## config.mk

```make
export PLATFORM = sky130hd
export DESIGN_NAME = actk_front
export DESIGN_NICKNAME = d
export VERILOG_FILES = /design/src/rtl/actk_pkg.sv /design/src/rtl/actk_front.sv
export SDC_FILE = /design/constraint.sdc
export NUM_CORES = 2
export LEC_CHECK = 0
export CORE_AREA = 2 2 321 323
export DETAILED_ROUTE_END_ITERATION = 7
export DIE_AREA = 0 0 323 325
export DONT_BUFFER_PORTS = 1
export PLACE_DENSITY = 0.83
export SYNTH_ARGS = -nofsm -noshare
export SYNTH_HDL_FRONTEND = slang
export SYNTH_SLANG_ARGS = --single-unit
```

## constraint.sdc

```tcl
create_clock -name clk_i -period 8.05 [get_ports clk_i]
set_clock_uncertainty 0.15 [all_clocks]
set_input_delay 1.61 -clock clk_i [delete_from_list [all_inputs] [get_ports clk_i]]
set_output_delay 1.61 -clock clk_i [all_outputs]
set_load 0.05 [all_outputs]
```

## src/rtl/actk_pkg.sv

```systemverilog
// Shared types and constants for the light cull and top-K selection block.
// Used by actk_front, actk_cell and aabb_cull_top_k_select_top.
`default_nettype none

package actk_pkg;

  localparam int unsigned IdW     = 16;
  localparam int unsigned CoordW  = 24;
  localparam int unsigned LenW    = 23;
  localparam int unsigned RankW   = 16;
  localparam int unsigned DistW   = 50;
  localparam int unsigned CfgIdxW = 3;
  localparam int unsigned CfgW    = 24;

  // Configuration register indexes.
  localparam logic [CfgIdxW-1:0] RegCameraX     = 3'd0;
  localparam logic [CfgIdxW-1:0] RegCameraY     = 3'd1;
  localparam logic [CfgIdxW-1:0] RegViewHalfW   = 3'd2;
  localparam logic [CfgIdxW-1:0] RegViewHalfH   = 3'd3;
  localparam logic [CfgIdxW-1:0] RegViewMargin  = 3'd4;
  localparam logic [CfgIdxW-1:0] RegCullDisable = 3'd5;

  localparam logic [LenW-1:0] MarginReset = 23'd25600;

  // One stored light.
  typedef struct packed {
    logic [RankW-1:0] rank;
    logic [DistW-1:0] dist_sq;
    logic [IdW-1:0]   id;
  } entry_t;

  typedef struct packed {
    logic [CoordW-1:0] camera_x;
    logic [CoordW-1:0] camera_y;
    logic [LenW-1:0]   half_w;
    logic [LenW-1:0]   half_h;
    logic [LenW-1:0]   margin;
    logic              cull_disable;
  } cfg_t;

  // Light leaving the cull and distance pipeline.
  typedef struct packed {
    logic   valid;
    logic   pass;
    logic   last;
    entry_t entry;
  } front_t;

  // Control broadcast to every cell.
  typedef struct packed {
    logic insert;
    logic shift_out;
  } cell_ctrl_t;

endpackage

`default_nettype wire

```

## src/rtl/actk_front.sv

```systemverilog
// Cull and distance pipeline: box overlap test and squared camera distance.
// Depends on actk_pkg.
`default_nettype none

module actk_front (
  input  wire logic                          clk_i,
  input  wire logic                          rst_ni,
  input  wire logic                          take_i,
  input  wire actk_pkg::cfg_t                cfg_i,
  input  wire logic [actk_pkg::IdW-1:0]      light_id_i,
  input  wire logic [actk_pkg::CoordW-1:0]   pos_x_i,
  input  wire logic [actk_pkg::CoordW-1:0]   pos_y_i,
  input  wire logic [actk_pkg::LenW-1:0]     reach_i,
  input  wire logic [actk_pkg::LenW-1:0]     size_x_i,
  input  wire logic [actk_pkg::LenW-1:0]     size_y_i,
  input  wire logic [actk_pkg::RankW-1:0]    rank_i,
  input  wire logic                          last_light_i,
  output actk_pkg::front_t                   front_o
);

  // All box coordinates are in doubled units so that size/2 stays exact.
  logic signed [26:0] lo_x_d, hi_x_d, lo_y_d, hi_y_d;
  logic signed [26:0] lo_x_q, hi_x_q, lo_y_q, hi_y_q;
  logic signed [24:0] dx_d, dy_d, dx_q, dy_q;
  logic [24:0]        ext_x, ext_y;
  logic [24:0]        view_w, view_h;
  logic signed [26:0] vlo_x, vhi_x, vlo_y, vhi_y;
  logic               s1_valid_q, s1_last_q;
  logic [actk_pkg::IdW-1:0]   s1_id_q, s2_id_q;
  logic [actk_pkg::RankW-1:0] s1_rank_q, s2_rank_q;
  logic               s2_valid_q, s2_last_q, s2_pass_q, pass_d;
  logic signed [49:0] sqx_full, sqy_full;
  logic [47:0]        sqx_q, sqy_q;
  logic               out_valid_q, out_pass_q, out_last_q;
  actk_pkg::entry_t   out_entry_q;

  always_comb begin
    ext_x  = {1'b0, reach_i, 1'b0} + {2'b00, size_x_i};
    ext_y  = {1'b0, reach_i, 1'b0} + {2'b00, size_y_i};
    lo_x_d = $signed({{2{pos_x_i[23]}}, pos_x_i, 1'b0}) - $signed({2'b00, ext_x});
    hi_x_d = $signed({{2{pos_x_i[23]}}, pos_x_i, 1'b0}) + $signed({2'b00, ext_x});
    lo_y_d = $signed({{2{pos_y_i[23]}}, pos_y_i, 1'b0}) - $signed({2'b00, ext_y});
    hi_y_d = $signed({{2{pos_y_i[23]}}, pos_y_i, 1'b0}) + $signed({2'b00, ext_y});
    dx_d   = $signed({pos_x_i[23], pos_x_i}) - $signed({cfg_i.camera_x[23], cfg_i.camera_x});
    dy_d   = $signed({pos_y_i[23], pos_y_i}) - $signed({cfg_i.camera_y[23], cfg_i.camera_y});
  end

  // View box edges follow the static configuration.
  always_comb begin
    view_w = {({1'b0, cfg_i.half_w} + {1'b0, cfg_i.margin}), 1'b0};
    view_h = {({1'b0, cfg_i.half_h} + {1'b0, cfg_i.margin}), 1'b0};
    vlo_x  = $signed({{2{cfg_i.camera_x[23]}}, cfg_i.camera_x, 1'b0})
             - $signed({2'b00, view_w});
    vhi_x  = $signed({{2{cfg_i.camera_x[23]}}, cfg_i.camera_x, 1'b0})
             + $signed({2'b00, view_w});
    vlo_y  = $signed({{2{cfg_i.camera_y[23]}}, cfg_i.camera_y, 1'b0})
             - $signed({2'b00, view_h});
    vhi_y  = $signed({{2{cfg_i.camera_y[23]}}, cfg_i.camera_y, 1'b0})
             + $signed({2'b00, view_h});
    pass_d = cfg_i.cull_disable ||
             ((lo_x_q <= vhi_x) && (hi_x_q >= vlo_x) &&
              (lo_y_q <= vhi_y) && (hi_y_q >= vlo_y));
    sqx_full = dx_q * dx_q;
    sqy_full = dy_q * dy_q;
  end

  always_ff @(posedge clk_i or negedge rst_ni) begin
    if (!rst_ni) begin
      s1_valid_q  <= 1'b0;
      s2_valid_q  <= 1'b0;
      out_valid_q <= 1'b0;
    end else begin
      s1_valid_q  <= take_i;
      s2_valid_q  <= s1_valid_q;
      out_valid_q <= s2_valid_q;
    end
  end

  always_ff @(posedge clk_i) begin
    lo_x_q    <= lo_x_d;
    hi_x_q    <= hi_x_d;
    lo_y_q    <= lo_y_d;
    hi_y_q    <= hi_y_d;
    dx_q      <= dx_d;
    dy_q      <= dy_d;
    s1_id_q   <= light_id_i;
    s1_rank_q <= rank_i;
    s1_last_q <= last_light_i;

    s2_pass_q <= pass_d;
    sqx_q     <= sqx_full[47:0];
    sqy_q     <= sqy_full[47:0];
    s2_id_q   <= s1_id_q;
    s2_rank_q <= s1_rank_q;
    s2_last_q <= s1_last_q;

    out_pass_q          <= s2_pass_q;
    out_last_q          <= s2_last_q;
    out_entry_q.dist_sq <= {2'b00, sqx_q} + {2'b00, sqy_q};
    out_entry_q.id      <= s2_id_q;
    out_entry_q.rank    <= s2_rank_q;
  end

  assign front_o = {out_valid_q, out_pass_q, out_last_q, out_entry_q};

endmodule

`default_nettype wire

```

# Word level (Yosys, flattened, before mapping)
# Cells that the tools add are included.
[totals]
ff_bits = 407
in_bits = 271
[op_classes]
n_addsub = 15
mul = 2
magnitude_cmp = 4
reduce_logical = 4
[ops]
columns = ["op", "count"]
rows = [
  ["$add 25x26->27", 4],
  ["$sub 25x26->27", 4],
  ["$mul 25x25->48", 2],
  ["$ge 27x27->1", 2],
  ["$le 27x27->1", 2],
  ["$add 24x23->25", 2],
  ["$sub 24x24->25", 2],
  ["$add 48x48->49", 1],
  ["$add 23x23->24", 2],
  ["$logic_and 1x1->1", 3],
  ["$logic_or 1x1->1", 1],
]

# Longest topological paths before layout
[logic_depth]
word_depth = 7
mapped_depth = 33
depth_no_buf = 33

# Worst setup path before layout
# No wires, ideal clock.
[synth_timing]
path_type = "reg2reg"
start = "register dx_q[15]"
end = "register sqx_q[46]"
setup_ns = 0.072
t_arrival_ns = 7.142
required_ns = 7.828
setup_slack_ns = 0.686
stages_incl_launch_ff = 29
cell_sequence = "dfxtp_1 clkbuf_1 nand2_1 fa_1 inv_1 fa_1 inv_1 fa_1 inv_1 fa_1 inv_1 fa_1 inv_1 fa_1 inv_1 fa_1 inv_1 ha_1 a2111oi_0 o21ai_0 o21ai_0 nand3_1 o21ai_0 o21ai_0 o31ai_1 o21a_1 o41ai_1 a31oi_1 xnor2_1"
[synth_via]
elab_chain_len = 1
[synth_lines]
columns = ["element", "line", "rtl"]
rows = [
  ["from (decl)", "actk_front.sv:24", "logic signed [24:0] dx_d, dy_d, dx_q, dy_q;"],
  ["from (signal assigned)", "actk_front.sv:84", "dx_q <= dx_d;"],
  ["$mul 25x25->48", "actk_front.sv:63", "sqx_full = dx_q * dx_q;"],
  ["via sqx_full[46]", "actk_front.sv:32", "logic signed [49:0] sqx_full, sqy_full;"],
  ["to (signal assigned)", "actk_front.sv:91", "sqx_q <= sqx_full[47:0];"],
  ["to (decl)", "actk_front.sv:33", "logic [47:0] sqx_q, sqy_q;"],
]
# The timed path passes the listed nets, and every way through them passes these cells.

# Final worst setup path
[layout_timing]
start = "register dx_q[10]"
end = "register sqx_q[43]"
# Same word-level chain as after synthesis.

==> results.tsv <==
stage	metric	value	unit
setup_path	max_stage_delay	0.67	ns
clock_tree	path_clk_slew	0.06	ns
yosys	synth_fp_nets	9547	
setup_path	ff2ff_setup_slack	0.25	ns
grt	largest_net_degree_at_the_start_of_global_routing	37	
yosys	number_of_instances_in_the_synthesized_netlist	7299	
yosys	ys_seq_elements	403	
sta	period_share	96.9	%
finish	ff_latch_area	8090	µm²
grt	grt_pass1_vias	54594	
finish	final_nets	9549	
setup_path	crit-reg2reg-capture	sqx_q[43]	
setup_path	cp_max_fo	12	
die	placementRows	117	
clock_tree	clock_tree_from_tritoncts	built	
route	first_pass_iters	6	
finish	areaGrowthSynthToFinish	5.45	%
setup_path	cp-startpoint	dx_q[10]	
route	route.final.wire_length	186000	µm
place	finalWeightedCongestion	1.09	
clock_tree	cts.sink_count	403	
route	detail_route.wl_per_cell	21.2	µm
route	drt-vias-per-instance	5.74	
sta	timing.final.hold_violations	0	
sta	worst_slew_margin_rel	34.7	%
place	dpl-instance-area	69500	µm²
grt	wire_length_of_the_first_global_routing_pass	292000	µm
setup_path	r2r-start	dx_q[10]	
finish	postLayoutCellArea	71100	µm²
setup_path	startpoint_types	flip-flop	
die	die_width	323	µm
setup_path	worstSetupEndpoint	sqx_q[43]	
clock_tree	cts_htree_levels	2	
place	number_of_buffers_inserted_by_port_buffering	0	
flow_run	drv_cap	0	
status	outcome	complete, no violations	
clock_tree	cts_hold_repair.buffers	0	
route	drt-initial-drc-count	3585	
route	route.antenna.remaining_nets	0	
die	num_io_pins	356	
finish	multi_input_area	52500	µm²
clock_tree	worstSkewPairLatency	0.62	ns
setup_path	worst_ep_arrival_time	8.14	ns
yosys	synthTopCellsByCount	1647 x inv_1, 1196 x fa_1, 781 x ha_1	
sta	period_needed	7.80	ns
clock_tree	post-cts-setup-buffers	0	
setup_path	endpoint_kind	flip-flop	
grt	grt_remaining_overflow	0	
finish	final_cells	8731	
sta	setup_repair_after_global_routing_missed_its_margin	no	
setup_path	cp.required	8.38	ns
yosys	netlist.area_leader.share	35.5	%
sta	final-max-slew-violation-count	0	
finish	drive_above_1_share	3.48	%
yosys	distinct_cells_synth	80	
sta	totalNegativeSetupSlack	0	ns
sta	peak_freq	128	MHz
die	starting_density_of_the_core	66.6	%
clock_tree	cts-buffers-inserted	46	
yosys	synthesis.area	67400	µm²
clock_tree	clockRootBuffer	clkbuf_16	
place	dp_hpwl	160000	µm
yosys	syn_area_per_cell	9.24	µm²
yosys	number_of_warning_messages_in_the_yosys_log	0	
die	fp.coreArea	101000	µm²
yosys	synth.area.top_cells	fa_1 36%, ha_1 14%, dfxtp_1 12%, inv_1 9.2%, xnor2_1 4.6%	
die	die_area	105000	µm²
finish	final_util	70.2	%
setup_path	reg2regPathDepth	25	
grt	grt_util_all_layers	36.1	%
finish	total_of_fill_cells_in_the_finished_design	7609	
place	numPlacedInstances	8621	
yosys	synth_most_common_cell	inv_1	
setup_path	critical-path-top-cell-by-count	fa_1	
sta	setup-violations-final	0	
die	die_h	325	µm
yosys	number_of_enable_flip_flop_cells_after_synthesis	0	
yosys	netlist.top_cell.by_area	fa_1	
yosys	synth-seq-area-share	12.0	%
setup_path	cpMaxStageDelayCell	dfxtp_1	
yosys	dominantRegCellSynth	dfxtp_1	
clock_tree	clock_tree_buf_depth	3	
route	drc	0	
setup_path	timing_worst_setup_path_type	flip-flop to flip-flop	
sta	worst_slew_pin_slew	0.978	ns
route	routed-via-count	50134	
yosys	synth-async-reset-ratio	0.744	%
worst_hold_path	holdCritPathClass	flip-flop to flip-flop	
grt	number_of_antenna_violations_at_the_first_check_in_global_routing	18	
-- per-stage QoR --
stage          setup WS, ns  hold slack (ns)
5_1_grt             0.00366            0.181
3_3_place_gp          0.239            0.160
2_1_floorplan         0.686            0.160
3_5_place_dp          0.192            0.162
6_report              0.247            0.174
4_1_cts               0.162            0.175
-- registers in the layout, summed over array words and instances (netlist names), 25 cells and up --
signal / flops
sqx_q: 47
hi_y_q: 27
sqy_q: 47
dx_q: 25
front_o: 81
hi_x_q: 27
lo_x_q: 26
dy_q: 25
lo_y_q: 26
-- repair_timing --
item,4_1_cts,5_1_grt
hold endpoints to repair,0,0
setup endpoints to repair,0,11
resized for setup,0,12
-- final cells by class --
| type | count | share of cell area, % |
|---|---|---|
| clock buffer | 64 | 1.85 |
| timing repair buffer | 127 | 1.42 |
| antenna | 25 | 0.0880 |
| clock inverter | 21 | 0.306 |
| multi-input combinational | 5074 | 73.8 |
| sequential | 403 | 11.4 |
| inverter | 1649 | 8.70 |
| tap | 1368 | 2.41 |
-- routing by layer --
layer / global-route usage, % / up-vias / wire length (µm)
li1: - / 22764 / -
met1: 42.5 / 24612 / 68100
met2: 61.1 / 2199 / 88900
met3: 9.52 / 557 / 17700
met4: 17.7 / 2 / 10900
met5: 0 / - / 13
-- cells in the final DEF (no fill, tap or decap), types with 9 or more instances in the layout --
cell type     n
and3_1       35
a21boi_0     13
o21bai_1     70
nand2b_1     91
buf_4       121
a211o_1      16
a31oi_1      32
or2_2        14
o211ai_1     18
nand3_1      64
xnor2_1     353
or3_1        25
dfxtp_1     393
fa_1       1194
o21a_1       60
ha_1        781
nor2_1      298
a21oi_1     372
clkbuf_16    46
nand2_1     477
inv_1      1647
o41ai_1      12
nor3_1       79
o2111ai_1     9
clkbuf_8     10
o41a_1        9
nor2b_1     107
nand4_1      35
xor2_1      131
o21ai_0     172
a21o_1      153
nor4_1       10
a211oi_1     32
a2111oi_0     9
diode_2      25
and2_1      257
-- cell families (layout without fill, tap and decap cells) --
logic type | after synthesis | after routing | share of synthesized area (%)
AND/OR/NAND/NOR | 1525 | 1525 | 11.1
other | 1 | 26 | 0.00556
adder cells (fa/ha/maj) | 1977 | 1977 | 50.0
XOR/XNOR | 484 | 484 | 6.29
flip-flops | 403 | 403 | 12.0
buffers and inverters | 1822 | 1861 | 10.2
AO/OA/AOI/OAI | 1084 | 1084 | 10.4
multiplexers | 3 | 3 | 0.0445
-- worst min-delay path by stage --
stage / from / end / slack (ns) / cells past startpoint
final: s1_id_q[3] / s2_id_q[3] / 0.17 / 0
after global routing: s2_rank_q[14] / front_o[80] / 0.18 / 0
after CTS: s1_id_q[3] / s2_id_q[3] / 0.17 / 0
after detailed placement: s1_id_q[2] / s2_id_q[2] / 0.16 / 0
after global placement: s2_id_q[1] / front_o[1] / 0.16 / 0
after floorplan: s2_id_q[0] / front_o[0] / 0.16 / 0
-- critical path: cells and delay by family (launching register included) --
kind	cells	cell delay, ns
fa+ha+maj	8	3.66
compound gates	10	2.15
flops	1	0.67
buf+inv	5	0.62
simple gates	1	0.22
xor+xnor	1	0.18
Power is not shown: default switching activity piles up to over one toggle a cycle in this logic, so the estimate is an artifact.
