$ cat src/rtl/actk_pkg.sv
// Shared types and constants for the light cull and top-K selection block.
// Used by actk_front, actk_cell and aabb_cull_top_k_select_top.
`default_nettype none

package actk_pkg;

  localparam int unsigned IdW     = 16;
  localparam int unsigned CoordW  = 24;
  localparam int unsigned LenW    = 23;
  localparam int unsigned RankW   = 16;
  localparam int unsigned DistW   = 50;
  localparam int unsigned CfgIdxW = 3;
  localparam int unsigned CfgW    = 24;

  // Configuration register indexes.
  localparam logic [CfgIdxW-1:0] RegCameraX     = 3'd0;
  localparam logic [CfgIdxW-1:0] RegCameraY     = 3'd1;
  localparam logic [CfgIdxW-1:0] RegViewHalfW   = 3'd2;
  localparam logic [CfgIdxW-1:0] RegViewHalfH   = 3'd3;
  localparam logic [CfgIdxW-1:0] RegViewMargin  = 3'd4;
  localparam logic [CfgIdxW-1:0] RegCullDisable = 3'd5;

  localparam logic [LenW-1:0] MarginReset = 23'd25600;

  // One stored light.
  typedef struct packed {
    logic [RankW-1:0] rank;
    logic [DistW-1:0] dist_sq;
    logic [IdW-1:0]   id;
  } entry_t;

  typedef struct packed {
    logic [CoordW-1:0] camera_x;
    logic [CoordW-1:0] camera_y;
    logic [LenW-1:0]   half_w;
    logic [LenW-1:0]   half_h;
    logic [LenW-1:0]   margin;
    logic              cull_disable;
  } cfg_t;

  // Light leaving the cull and distance pipeline.
  typedef struct packed {
    logic   valid;
    logic   pass;
    logic   last;
    entry_t entry;
  } front_t;

  // Control broadcast to every cell.
  typedef struct packed {
    logic insert;
    logic shift_out;
  } cell_ctrl_t;

endpackage

`default_nettype wire

$ cat src/rtl/actk_cell.sv
// One slot of the sorted light store; shifts right on insert, left on drain.
// Depends on actk_pkg.
`default_nettype none

module actk_cell (
  input  wire logic                 clk_i,
  input  wire actk_pkg::cell_ctrl_t ctrl_i,
  input  wire logic                 occupied_i,
  input  wire actk_pkg::entry_t     new_i,
  input  wire logic                 left_flag_i,
  input  wire actk_pkg::entry_t     left_i,
  input  wire actk_pkg::entry_t     right_i,
  output logic                      flag_o,
  output actk_pkg::entry_t          entry_o
);

  actk_pkg::entry_t entry_q;
  logic             worse;

  // The stored light ranks strictly below the new one.
  always_comb begin
    if (entry_q.rank != new_i.rank) begin
      worse = $signed(entry_q.rank) < $signed(new_i.rank);
    end else begin
      worse = entry_q.dist_sq > new_i.dist_sq;
    end
    flag_o = !occupied_i || worse;
  end

  always_ff @(posedge clk_i) begin
    if (ctrl_i.shift_out) begin
      entry_q <= right_i;
    end else if (ctrl_i.insert) begin
      if (left_flag_i) begin
        entry_q <= left_i;
      end else if (flag_o) begin
        entry_q <= new_i;
      end
    end
  end

  assign entry_o = entry_q;

endmodule

`default_nettype wire

$ cat config.mk
export PLATFORM = sky130hd
export DESIGN_NAME = actk_cell
export DESIGN_NICKNAME = d
export VERILOG_FILES = /design/src/rtl/actk_pkg.sv /design/src/rtl/actk_cell.sv
export SDC_FILE = /design/constraint.sdc
export NUM_CORES = 1
export LEC_CHECK = 0
export BUFFER_PORTS_ARGS = -buffer_cell sky130_fd_sc_hd__buf_4
export CAP_MARGIN = 20
export CORE_AREA = 2 2 129 131
export CTS_BUF_LIST = sky130_fd_sc_hd__clkbuf_16
export DETAILED_ROUTE_END_ITERATION = 10
export DIE_AREA = 0 0 131 133
export GPL_ROUTABILITY_DRIVEN = 0
export HOLD_SLACK_MARGIN = 0.02
export PLACE_DENSITY = 0.8
export SLEW_MARGIN = 30
export SYNTH_ARGS = -nofsm -noshare
export SYNTH_HDL_FRONTEND = slang
export SYNTH_SLANG_ARGS = --single-unit
$ cat constraint.sdc
create_clock -name clk_i -period 7.5 [get_ports clk_i]
set_input_delay 1.5 -clock clk_i [delete_from_list [all_inputs] [get_ports clk_i]]
set_output_delay 1.5 -clock clk_i [all_outputs]
set_load 0.005 [all_outputs]
After elaboration in Yosys (flattened, before gate mapping)

Cells that the tools add are included.

Input port bits: 251
Output and inout port bits: 83
Bits in registers: 82

Order comparisons: 2
Mux-type cells: 5
Reduce and logical (&&, ||, !) cells: 5
Equality and inequality tests: 1

Operator list:

| kind                        | count |
|---|---|
| 82-bit 2-to-1 mux           | 4 |
| 50-bit > comparator         | 1 |
| 16-bit less-than comparator | 1 |
| 16-bit != test              | 1 |
| 3-bit nonzero test          | 1 |
| 2-bit AND reduction         | 1 |
| 2-bit nonzero test          | 1 |
| 1-bit zero test             | 1 |
| 1-bit logical OR            | 1 |
| 1-bit 2-to-1 mux            | 1 |

Depth between registers and ports, before layout

Gate-level depths: netlist of the first run.

Depth in word-level cells: 7
Mapped depth: 8
Depth with buffers taken out: 8

Worst setup path before layout of the first run

No wires, ideal clock.

Path type: in2reg
From: in new_i[48] (netlist name)
To: reg entry_q, in the netlist entry_o[0] (enable)
Buffers on the path: 0
Library setup time: 0.471 ns
Stages: 8
Data arrival time: 5.255 ns
Setup slack: 1.774 ns
Data required time: 7.029 ns
Cell sequence: inv_1 > ha_1 > nand4_1 > nor4_2 > nand2_2 > a2111oi_4 > o21ai_2 > a41oi_2

Word-level cells in the longest chain between the ends: 5

Ends and longest elaborated chain:

| what                          | RTL line        | RTL |
|---|---|---|
| start: declaration            | actk_cell.sv:9  | `input wire actk_pkg::entry_t new_i,` |
| 50-bit > comparator           | actk_cell.sv:25 | `worse = entry_q.dist_sq > new_i.dist_sq;` |
| 1-bit 2-to-1 mux              | actk_cell.sv:22 | `if (entry_q.rank != new_i.rank) begin` |
| 1-bit logical OR              | actk_cell.sv:27 | `flag_o = !occupied_i \|\| worse;` |
| 3-bit nonzero test (no line)  | n/a             |  |
| 2-bit AND reduction (no line) | n/a             |  |
| end signal: assignment        | actk_cell.sv:32 | `entry_q <= right_i;` |
| end signal: assignment        | actk_cell.sv:35 | `entry_q <= left_i;` |
| end signal: assignment        | actk_cell.sv:37 | `entry_q <= new_i;` |
| end: declaration              | actk_cell.sv:17 | `actk_pkg::entry_t entry_q;` |

No other way between the ends.
A chain may end at the register's enable or synchronous reset.

Final worst setup path of the first run

From: in new_i[64] (netlist name)
To: out flag_o

Word-level cells in the longest chain between the ends: 3

Ends and longest elaborated chain:

| what                | RTL line        | RTL |
|---|---|---|
| 50-bit > comparator | actk_cell.sv:25 |  |
| 1-bit 2-to-1 mux    | actk_cell.sv:22 |  |
| 1-bit logical OR    | actk_cell.sv:27 |  |
| end: declaration    | actk_cell.sv:13 | `output logic flag_o,` |

No other way between the ends.

==> results.sh, run 1 <==
export IMPL_finalSetupTns_ns=0
export IMPL_peakVddDrop_mv=0.114
export IMPL_dieArea_um2=17400
export IMPL_hold_viol_final=0
export IMPL_drive_gt1_share_pct=39.8
export IMPL_wirelength_um=18200
export IMPL_slew_viol_final=0
export IMPL_met2_length_um=9290
export IMPL_fin_crit_sh_pct=66.0
export IMPL_startpoint_type="input pin"
export IMPL_critPathMaxFanout=4
export IMPL_p_int_mw=1.09
export IMPL_wl_met1_um=6900
export IMPL_finalSetupViolations=0
export IMPL_ys_async_sr_fraction_pct=0
export IMPL_required_ns=6.00
export IMPL_syn_cell_area_um2=5920
export IMPL_cpPeakStageDelay_ns=0.43
export IMPL_ioPinCount=334
export IMPL_outcome="finished, final reports clean"
export IMPL_grt_pass1_vias=5692
export IMPL_cpMostUsedCell="buf_4"
export IMPL_p_switching_uw=402
export IMPL_grt_max_degree=91
export IMPL_drt_iter0_drc=191
export IMPL_pre_cts_ws_ns=2.43
export IMPL_die_x_um=131
export IMPL_post_cts_setup_buffers=0
export IMPL_slowest_stage="nor4_4"
export IMPL_grt_pass1_wl_um=27700
export IMPL_place_area_um2=8630
export IMPL_grt_usage_pct=20.6
export IMPL_finalPower_mw=1.49
export IMPL_worstPathArrival_ns=3.45
export IMPL_finalCriticalPeriod_ns=4.95
export IMPL_ys_types=40
export IMPL_worst_slack_ns=2.55
export IMPL_cp_top_family="simple AND/OR/NAND/NOR gates"
export IMPL_synth_avg_cell_area_um2=9.96
export IMPL_numCtsBuffers=9
export IMPL_num_rows=47
export IMPL_top_layer="met4"
export IMPL_antenna_found_initial=1
export IMPL_numPortBuffers=333
export IMPL_final_cell_area_um2=8950
export IMPL_syn_num_nets=912
export IMPL_drc=0
export IMPL_max_cap_violations=0
export IMPL_max_freq_ghz=0.202
export IMPL_worst_pin_slew_ns=0.770
export IMPL_start_util_pct=36.6
export IMPL_yosysSeqAreaShare_pct=41.6
export IMPL_crit_path_end_kind="primary output"
export IMPL_cts_resized=0
export IMPL_pwr_share_comb_pct=28.0
export IMPL_largest_reg_flops=82
export IMPL_switching_share_pct=26.9
export IMPL_synth_edf_count=82
export IMPL_path_class="in -> out"
export IMPL_synth_ff_type="edfxtp_1"
export IMPL_slew_headroom_pct=48.6
export IMPL_netlist_instances=595
export IMPL_clkSinkCount=82
export IMPL_layout_nets=1233
export IMPL_postCtsHoldBufs=0
export IMPL_cts_root_buffer="clkbuf_16"
export IMPL_die_y_um=133
export IMPL_dr_pass1_iters=4
export IMPL_grt_ovfl_total=0
export IMPL_dr_wl_met3_um=1500
export IMPL_tritoncts="built"
export IMPL_wire_per_inst_um=15.9
export IMPL_syn2layout_area_growth_pct=51.1
export IMPL_powerDensity_nw_per_um2=167
export IMPL_hp_class="in -> reg"
export IMPL_ys_ff_latch=82
export IMPL_p_clk_share_pct=32.1
export IMPL_clk_pin_slew_ns=0.06
export IMPL_cts_buffer_depth=2
export IMPL_vias=5561
export IMPL_insertion_delay_ns=0.34
export IMPL_yosys_warnings=0
export IMPL_ant_nets=0
export IMPL_worst_clock_skew_ns=0.0108
export IMPL_hold_ws_ns=1.44
export IMPL_path_buf_inv=3
export IMPL_grt_setup_unrepaired="no"
export IMPL_p_seq_share_pct=40.0
export IMPL_worstPathCellList="buf_4, inv_1, ha_1, nand4_4, nor4_4, nand2_2, o211ai_1, a2bb2oi_2, nand3_1, buf_4"
export IMPL_htreeDepth=3
export IMPL_dp_hpwl_um=14800
export IMPL_p_leak_nw=4.51
export IMPL_viasPerCell=4.87
export IMPL_core_area_um2=16200
through the flow:
| stage | cells | utilization [%] |
|---|---|---|
| 2_1_floorplan | 595 | - |
| 3_3_place_gp | 1125 | 53.4 |
| 3_5_place_dp | 1125 | 53.4 |
| 4_1_cts | 1141 | 55.3 |
| 5_1_grt | 1142 | 55.4 |
| 6_report | 1142 | 55.4 |
routing by layer:
metal	GRT usage, %	vias to the layer above
li1	-	2797
met1	22.5	2505
met3	5.66	37
met5	0	-
met4	8.81	0
met2	37.0	222
cells in the final DEF (no fill, tap or decap), types with 2 or more instances in the layout:
cell type     n
bufinv_16     2
nand3_1      11
inv_1        67
nor2_1        7
buf_4       337
a21o_1        9
clkinv_2      2
clkinvlp_4    2
a21oi_1      19
a211oi_1      4
edfxtp_1     82
mux2i_1      82
o21ai_0      87
nand4_1      10
nand2_1      90
nand4_2       3
nor3_1        3
nor4_1        2
clkbuf_16     9
and3_1        2
nand2b_1      2
ha_1         66
o211ai_1      2
Yosys cell counts (2+ instances only):
library cell,n,share of area (%)
nand4_2,3,0.63
edfxtp_1,82,42
nand2_1,90,5.7
ha_1,66,14
nand2b_1,2,0.21
a21o_1,9,1.1
mux2i_1,82,14
o211ai_1,2,0.25
nand3_1,11,0.93
nor2_1,7,0.44
a21oi_1,19,1.6
nor3_1,3,0.25
a211oi_1,4,0.51
buf_2,7,0.59
clkbuf_1,20,1.3
o21ai_0,87,7.3
inv_1,67,4.2
nor4_1,2,0.21
and3_1,2,0.21
nand4_1,10,1.1
power by group through the flow:
| stage | logic (mW) | clock network, mW | registers (mW) |
|---|---|---|---|
| 6_report | 0.417 | 0.479 | 0.596 |
| 5_1_grt | 0.467 | 0.506 | 0.602 |
| 3_5_place_dp | 0.422 | 0 | 0.606 |
| 4_1_cts | 0.424 | 0.489 | 0.597 |
| 3_3_place_gp | 0.414 | 0 | 0.604 |
| 2_1_floorplan | 0.177 | 0 | 0.609 |
worst register-to-register path, stage by stage, from the launching register on:
cell and delay (ns):
edfxtp_1 0.43, ha_1 0.34, and3_1 0.17, nand3_1 0.13
nor4_1 0.54, o211ai_1 0.20, a2bb2oi_2 0.22, a41oi_4 0.21
buf_4 0.58
kinds of logic (layout without fill, tap and decap cells):
kind of cell,Yosys count,in the layout,synth area share [%]
simple gates,136,136,10.9
compound gates,135,135,13.6
buf+inv,94,420,6.10
mux,82,82,13.9
flops,82,82,41.6
fa+ha+maj,66,66,13.9
other cells,0,1,0
cell type report:
type | instances | area [um^2]
diodes | 1 | 2.50
clock buffers | 9 | 225
clock inverters | 7 | 93.8
fillers | 1480 | 7220
inverters | 67 | 251
multi-input cells | 419 | 3110
flip-flops and latches | 82 | 2460
well taps | 220 | 275
repair buffers | 337 | 2530
final timing paths:
kind                            slack [ns]   startpoint     endpoint  cells after the start
worst min register to register        1.55  entry_o[81]  entry_o[38]                      6
worst min-delay path                  1.44   right_i[3]   entry_o[3]                      3
worst max register to register        4.27  entry_o[80]  entry_o[20]                      8
worst max-delay path                  2.55    new_i[64]       flag_o                     10
Note: power is estimated with default switching activity, not from simulation.
==> inputs of run 2 (changes only) <==
--- a/config.mk
+++ b/config.mk
@@ -5,6 +5,7 @@
 export SDC_FILE = /design/constraint.sdc
 export NUM_CORES = 1
 export LEC_CHECK = 0
+export ABC_AREA = 1
 export BUFFER_PORTS_ARGS = -buffer_cell sky130_fd_sc_hd__buf_4
 export CAP_MARGIN = 20
 export CORE_AREA = 2 2 129 131
==> constraint.sdc (replaced) <==
create_clock -name clk_i -period 4.8 [get_ports clk_i]
set_input_delay 0.96 -clock clk_i [delete_from_list [all_inputs] [get_ports clk_i]]
set_output_delay 0.96 -clock clk_i [all_outputs]
set_load 0.005 [all_outputs]
==> run 2 against run 1 <==
  * Clock-buffer cell count stayed put
  * Total power is 56% higher
  * Die area stayed put
  * Via count is 13% higher
  * Synthesized cell count is 24% higher
  * Area after synthesis is 0.32% higher
  * Register-to-register slack worse by 2.4 ns
  * Design area is 0.53% lower
  * Critical endpoint unchanged
==> results.sh, run 2 <==
export IMPL_p_leak_nw=4.43
export IMPL_fin_crit_sh_pct=73.5
export IMPL_numCtsBuffers=9
export IMPL_dieArea_um2=17400
export IMPL_ys_ff_latch=82
export IMPL_vias=6284
export IMPL_post_cts_setup_buffers=0
export IMPL_critPathMaxFanout=3
export IMPL_grt_pass1_vias=6280
export IMPL_cts_root_buffer="clkbuf_16"
export IMPL_ant_nets=0
export IMPL_numPortBuffers=333
export IMPL_drc=0
export IMPL_cts_buffer_depth=2
export IMPL_synthMuxAreaShare_pct=0
export IMPL_max_freq_ghz=0.283
export IMPL_synth_ff_type="edfxtp_1"
export IMPL_slew_headroom_pct=40.4
export IMPL_drive_gt1_share_pct=34.9
export IMPL_grt_ovfl_total=0
export IMPL_syn2layout_area_growth_pct=49.8
export IMPL_crit_path_end_kind="primary output"
export IMPL_yosysTopAreaCellShare_pct=41.4
export IMPL_grt_usage_pct=22.7
export IMPL_htreeDepth=3
export IMPL_dp_hpwl_um=16000
export IMPL_clkSinkCount=82
export IMPL_antenna_found_initial=0
export IMPL_synth_avg_cell_area_um2=8.08
export IMPL_fin_util_pct=55.1
export IMPL_worst_clock_skew_ns=0.00987
export IMPL_num_rows=47
export IMPL_hold_ws_ns=0.895
export IMPL_worstPathArrival_ns=2.57
export IMPL_clk_pin_slew_ns=0.06
export IMPL_powerDensity_nw_per_um2=261
export IMPL_ioPinCount=334
export IMPL_ys_types=26
export IMPL_slew_viol_final=0
export IMPL_yosysSeqAreaShare_pct=41.4
export IMPL_startpoint_type="input pin"
export IMPL_finalSetupTns_ns=0
export IMPL_worst_pin_slew_ns=0.894
export IMPL_max_cap_violations=0
export IMPL_netlist_instances=736
export IMPL_synth_most_common_cell="a21oi_1"
export IMPL_synth_compound_area_share_pct=18.7
export IMPL_hold_viol_final=0
export IMPL_tritoncts="built"
export IMPL_layout_nets=1367
export IMPL_layout_common_cells="338 x buf_4, 167 x a21oi_1, 146 x nand2_1"
export IMPL_die_x_um=131
export IMPL_postCtsHoldBufs=0
export IMPL_insertion_delay_ns=0.34
export IMPL_diodes=0
export IMPL_finalPower_mw=2.32
export IMPL_grt_max_degree=81
export IMPL_die_y_um=133
export IMPL_required_ns=3.84
export IMPL_path_class="in -> out"
export IMPL_grt_setup_unrepaired="no"
export IMPL_syn_cell_area_um2=5940
export IMPL_finalCriticalPeriod_ns=3.53
export IMPL_outcome="finished, final reports clean"
export IMPL_yosys_warnings=0
export IMPL_yosys_area_share_xor_xnor_pct=0
export IMPL_synth_top_family_by_area="compound AO/OA/AOI/OAI gates"
export IMPL_core_area_um2=16200
export IMPL_synthTopCellsByArea="edfxtp_1 41%, a21oi_1 14%, ha_1 14%"
export IMPL_grt_pass1_wl_um=30700
export IMPL_synth_fa_ha_area_share_pct=13.9
export IMPL_viasPerCell=4.94
export IMPL_syn_num_nets=1053
export IMPL_cts_resized=0
export IMPL_start_util_pct=36.8
export IMPL_peakVddDrop_mv=0.140
export IMPL_wire_per_inst_um=16.0
export IMPL_hp_class="in -> reg"
export IMPL_yosys_area_top_type="edfxtp_1"
export IMPL_layout_commonest_cell="buf_4"
export IMPL_ys_async_sr_fraction_pct=0
export IMPL_yosys_area_share_simple_pct=17.7
export IMPL_largest_reg_flops=82
export IMPL_dr_pass1_iters=4
export IMPL_fill_cells=1523
export IMPL_synth_edf_count=82
export IMPL_finalSetupViolations=0
export IMPL_wirelength_um=20400
export IMPL_synthTopCellsByCount="167 x a21oi_1, 146 x nand2_1, 89 x nor2_1"
export IMPL_drt_iter0_drc=241
-- run 2: cell types whose count changed after synthesis, moves of 5 or more --
cell      change
a21oi_1     +148
nor2_2        +6
nand4_1       -5
inv_1        +16
nor2_1       +82
a21o_1        -6
o21ai_0      -83
nand2_1      +56
nand3_1       -6
mux2i_1      -82
o211ai_1     +11
o21a_1       +14
-- run 2: through the flow --
step	worst slack, ns	instance area [um^2]	std cells
2_1_floorplan	0.735	5940	736
3_3_place_gp	1.19	8610	1259
3_5_place_dp	1.12	8610	1259
4_1_cts	1.20	8900	1273
5_1_grt	1.09	8900	1273
6_report	1.27	8900	1273
-- run 2: cells by family (layout without fill, tap and decap cells) --
| group | Yosys count | in the layout |
|---|---|---|
| buffers and inverters | 122 | 439 |
| flip-flops | 82 | 82 |
| adder cells (fa/ha/maj) | 66 | 66 |
| AND/OR/NAND/NOR | 260 | 260 |
| AO/OA/AOI/OAI | 206 | 206 |
-- run 2: worst paths after layout --
path | slack (ns) | cells after the start | endpoint | from
worst max register to register | 1.87 | 13 | entry_o[79] | entry_o[49]
worst min-delay path | 0.90 | 2 | entry_o[68] | right_i[68]
worst min register to register | 1.66 | 10 | entry_o[55] | entry_o[57]
worst max-delay path | 1.27 | 13 | flag_o | new_i[49]
-- run 2: routing by layer --
layer,wire [um],up-vias,track usage (%)
met5,0,-,0
met4,450,0,7.27
met3,1860,33,5.78
met2,10200,271,41.9
met1,7920,2858,25.1
li1,-,3122,-
-- run 2: cell type report --
class | instances | area [um^2] | share of cell area (%)
clock buffer | 9 | 225 | 2.53
clock inverter | 5 | 72.6 | 0.815
inverter | 86 | 325 | 3.65
multi-input combinational | 532 | 2990 | 33.5
sequential | 82 | 2460 | 27.7
tap | 220 | 275 | 3.09
timing repair buffer | 339 | 2560 | 28.7
-- run 2: critical path, stage by stage --
cell and delay (ns):
buf_4 0.08, inv_1 0.04, ha_1 0.31, nand2_1 0.08, nor2_2 0.18, nand2_1 0.10
nor2_2 0.13, nand2_1 0.10, nor2_1 0.16, nor2_1 0.07, nand2_2 0.08, nand2_1 0.11
buf_4 0.16
-- run 2: where the power goes --
part / internal (mW) / switching, mW / total [mW]
logic: 0.351 / 0.319 / 0.670
clock network: 0.445 / 0.272 / 0.717
registers: 0.887 / 0.0448 / 0.932
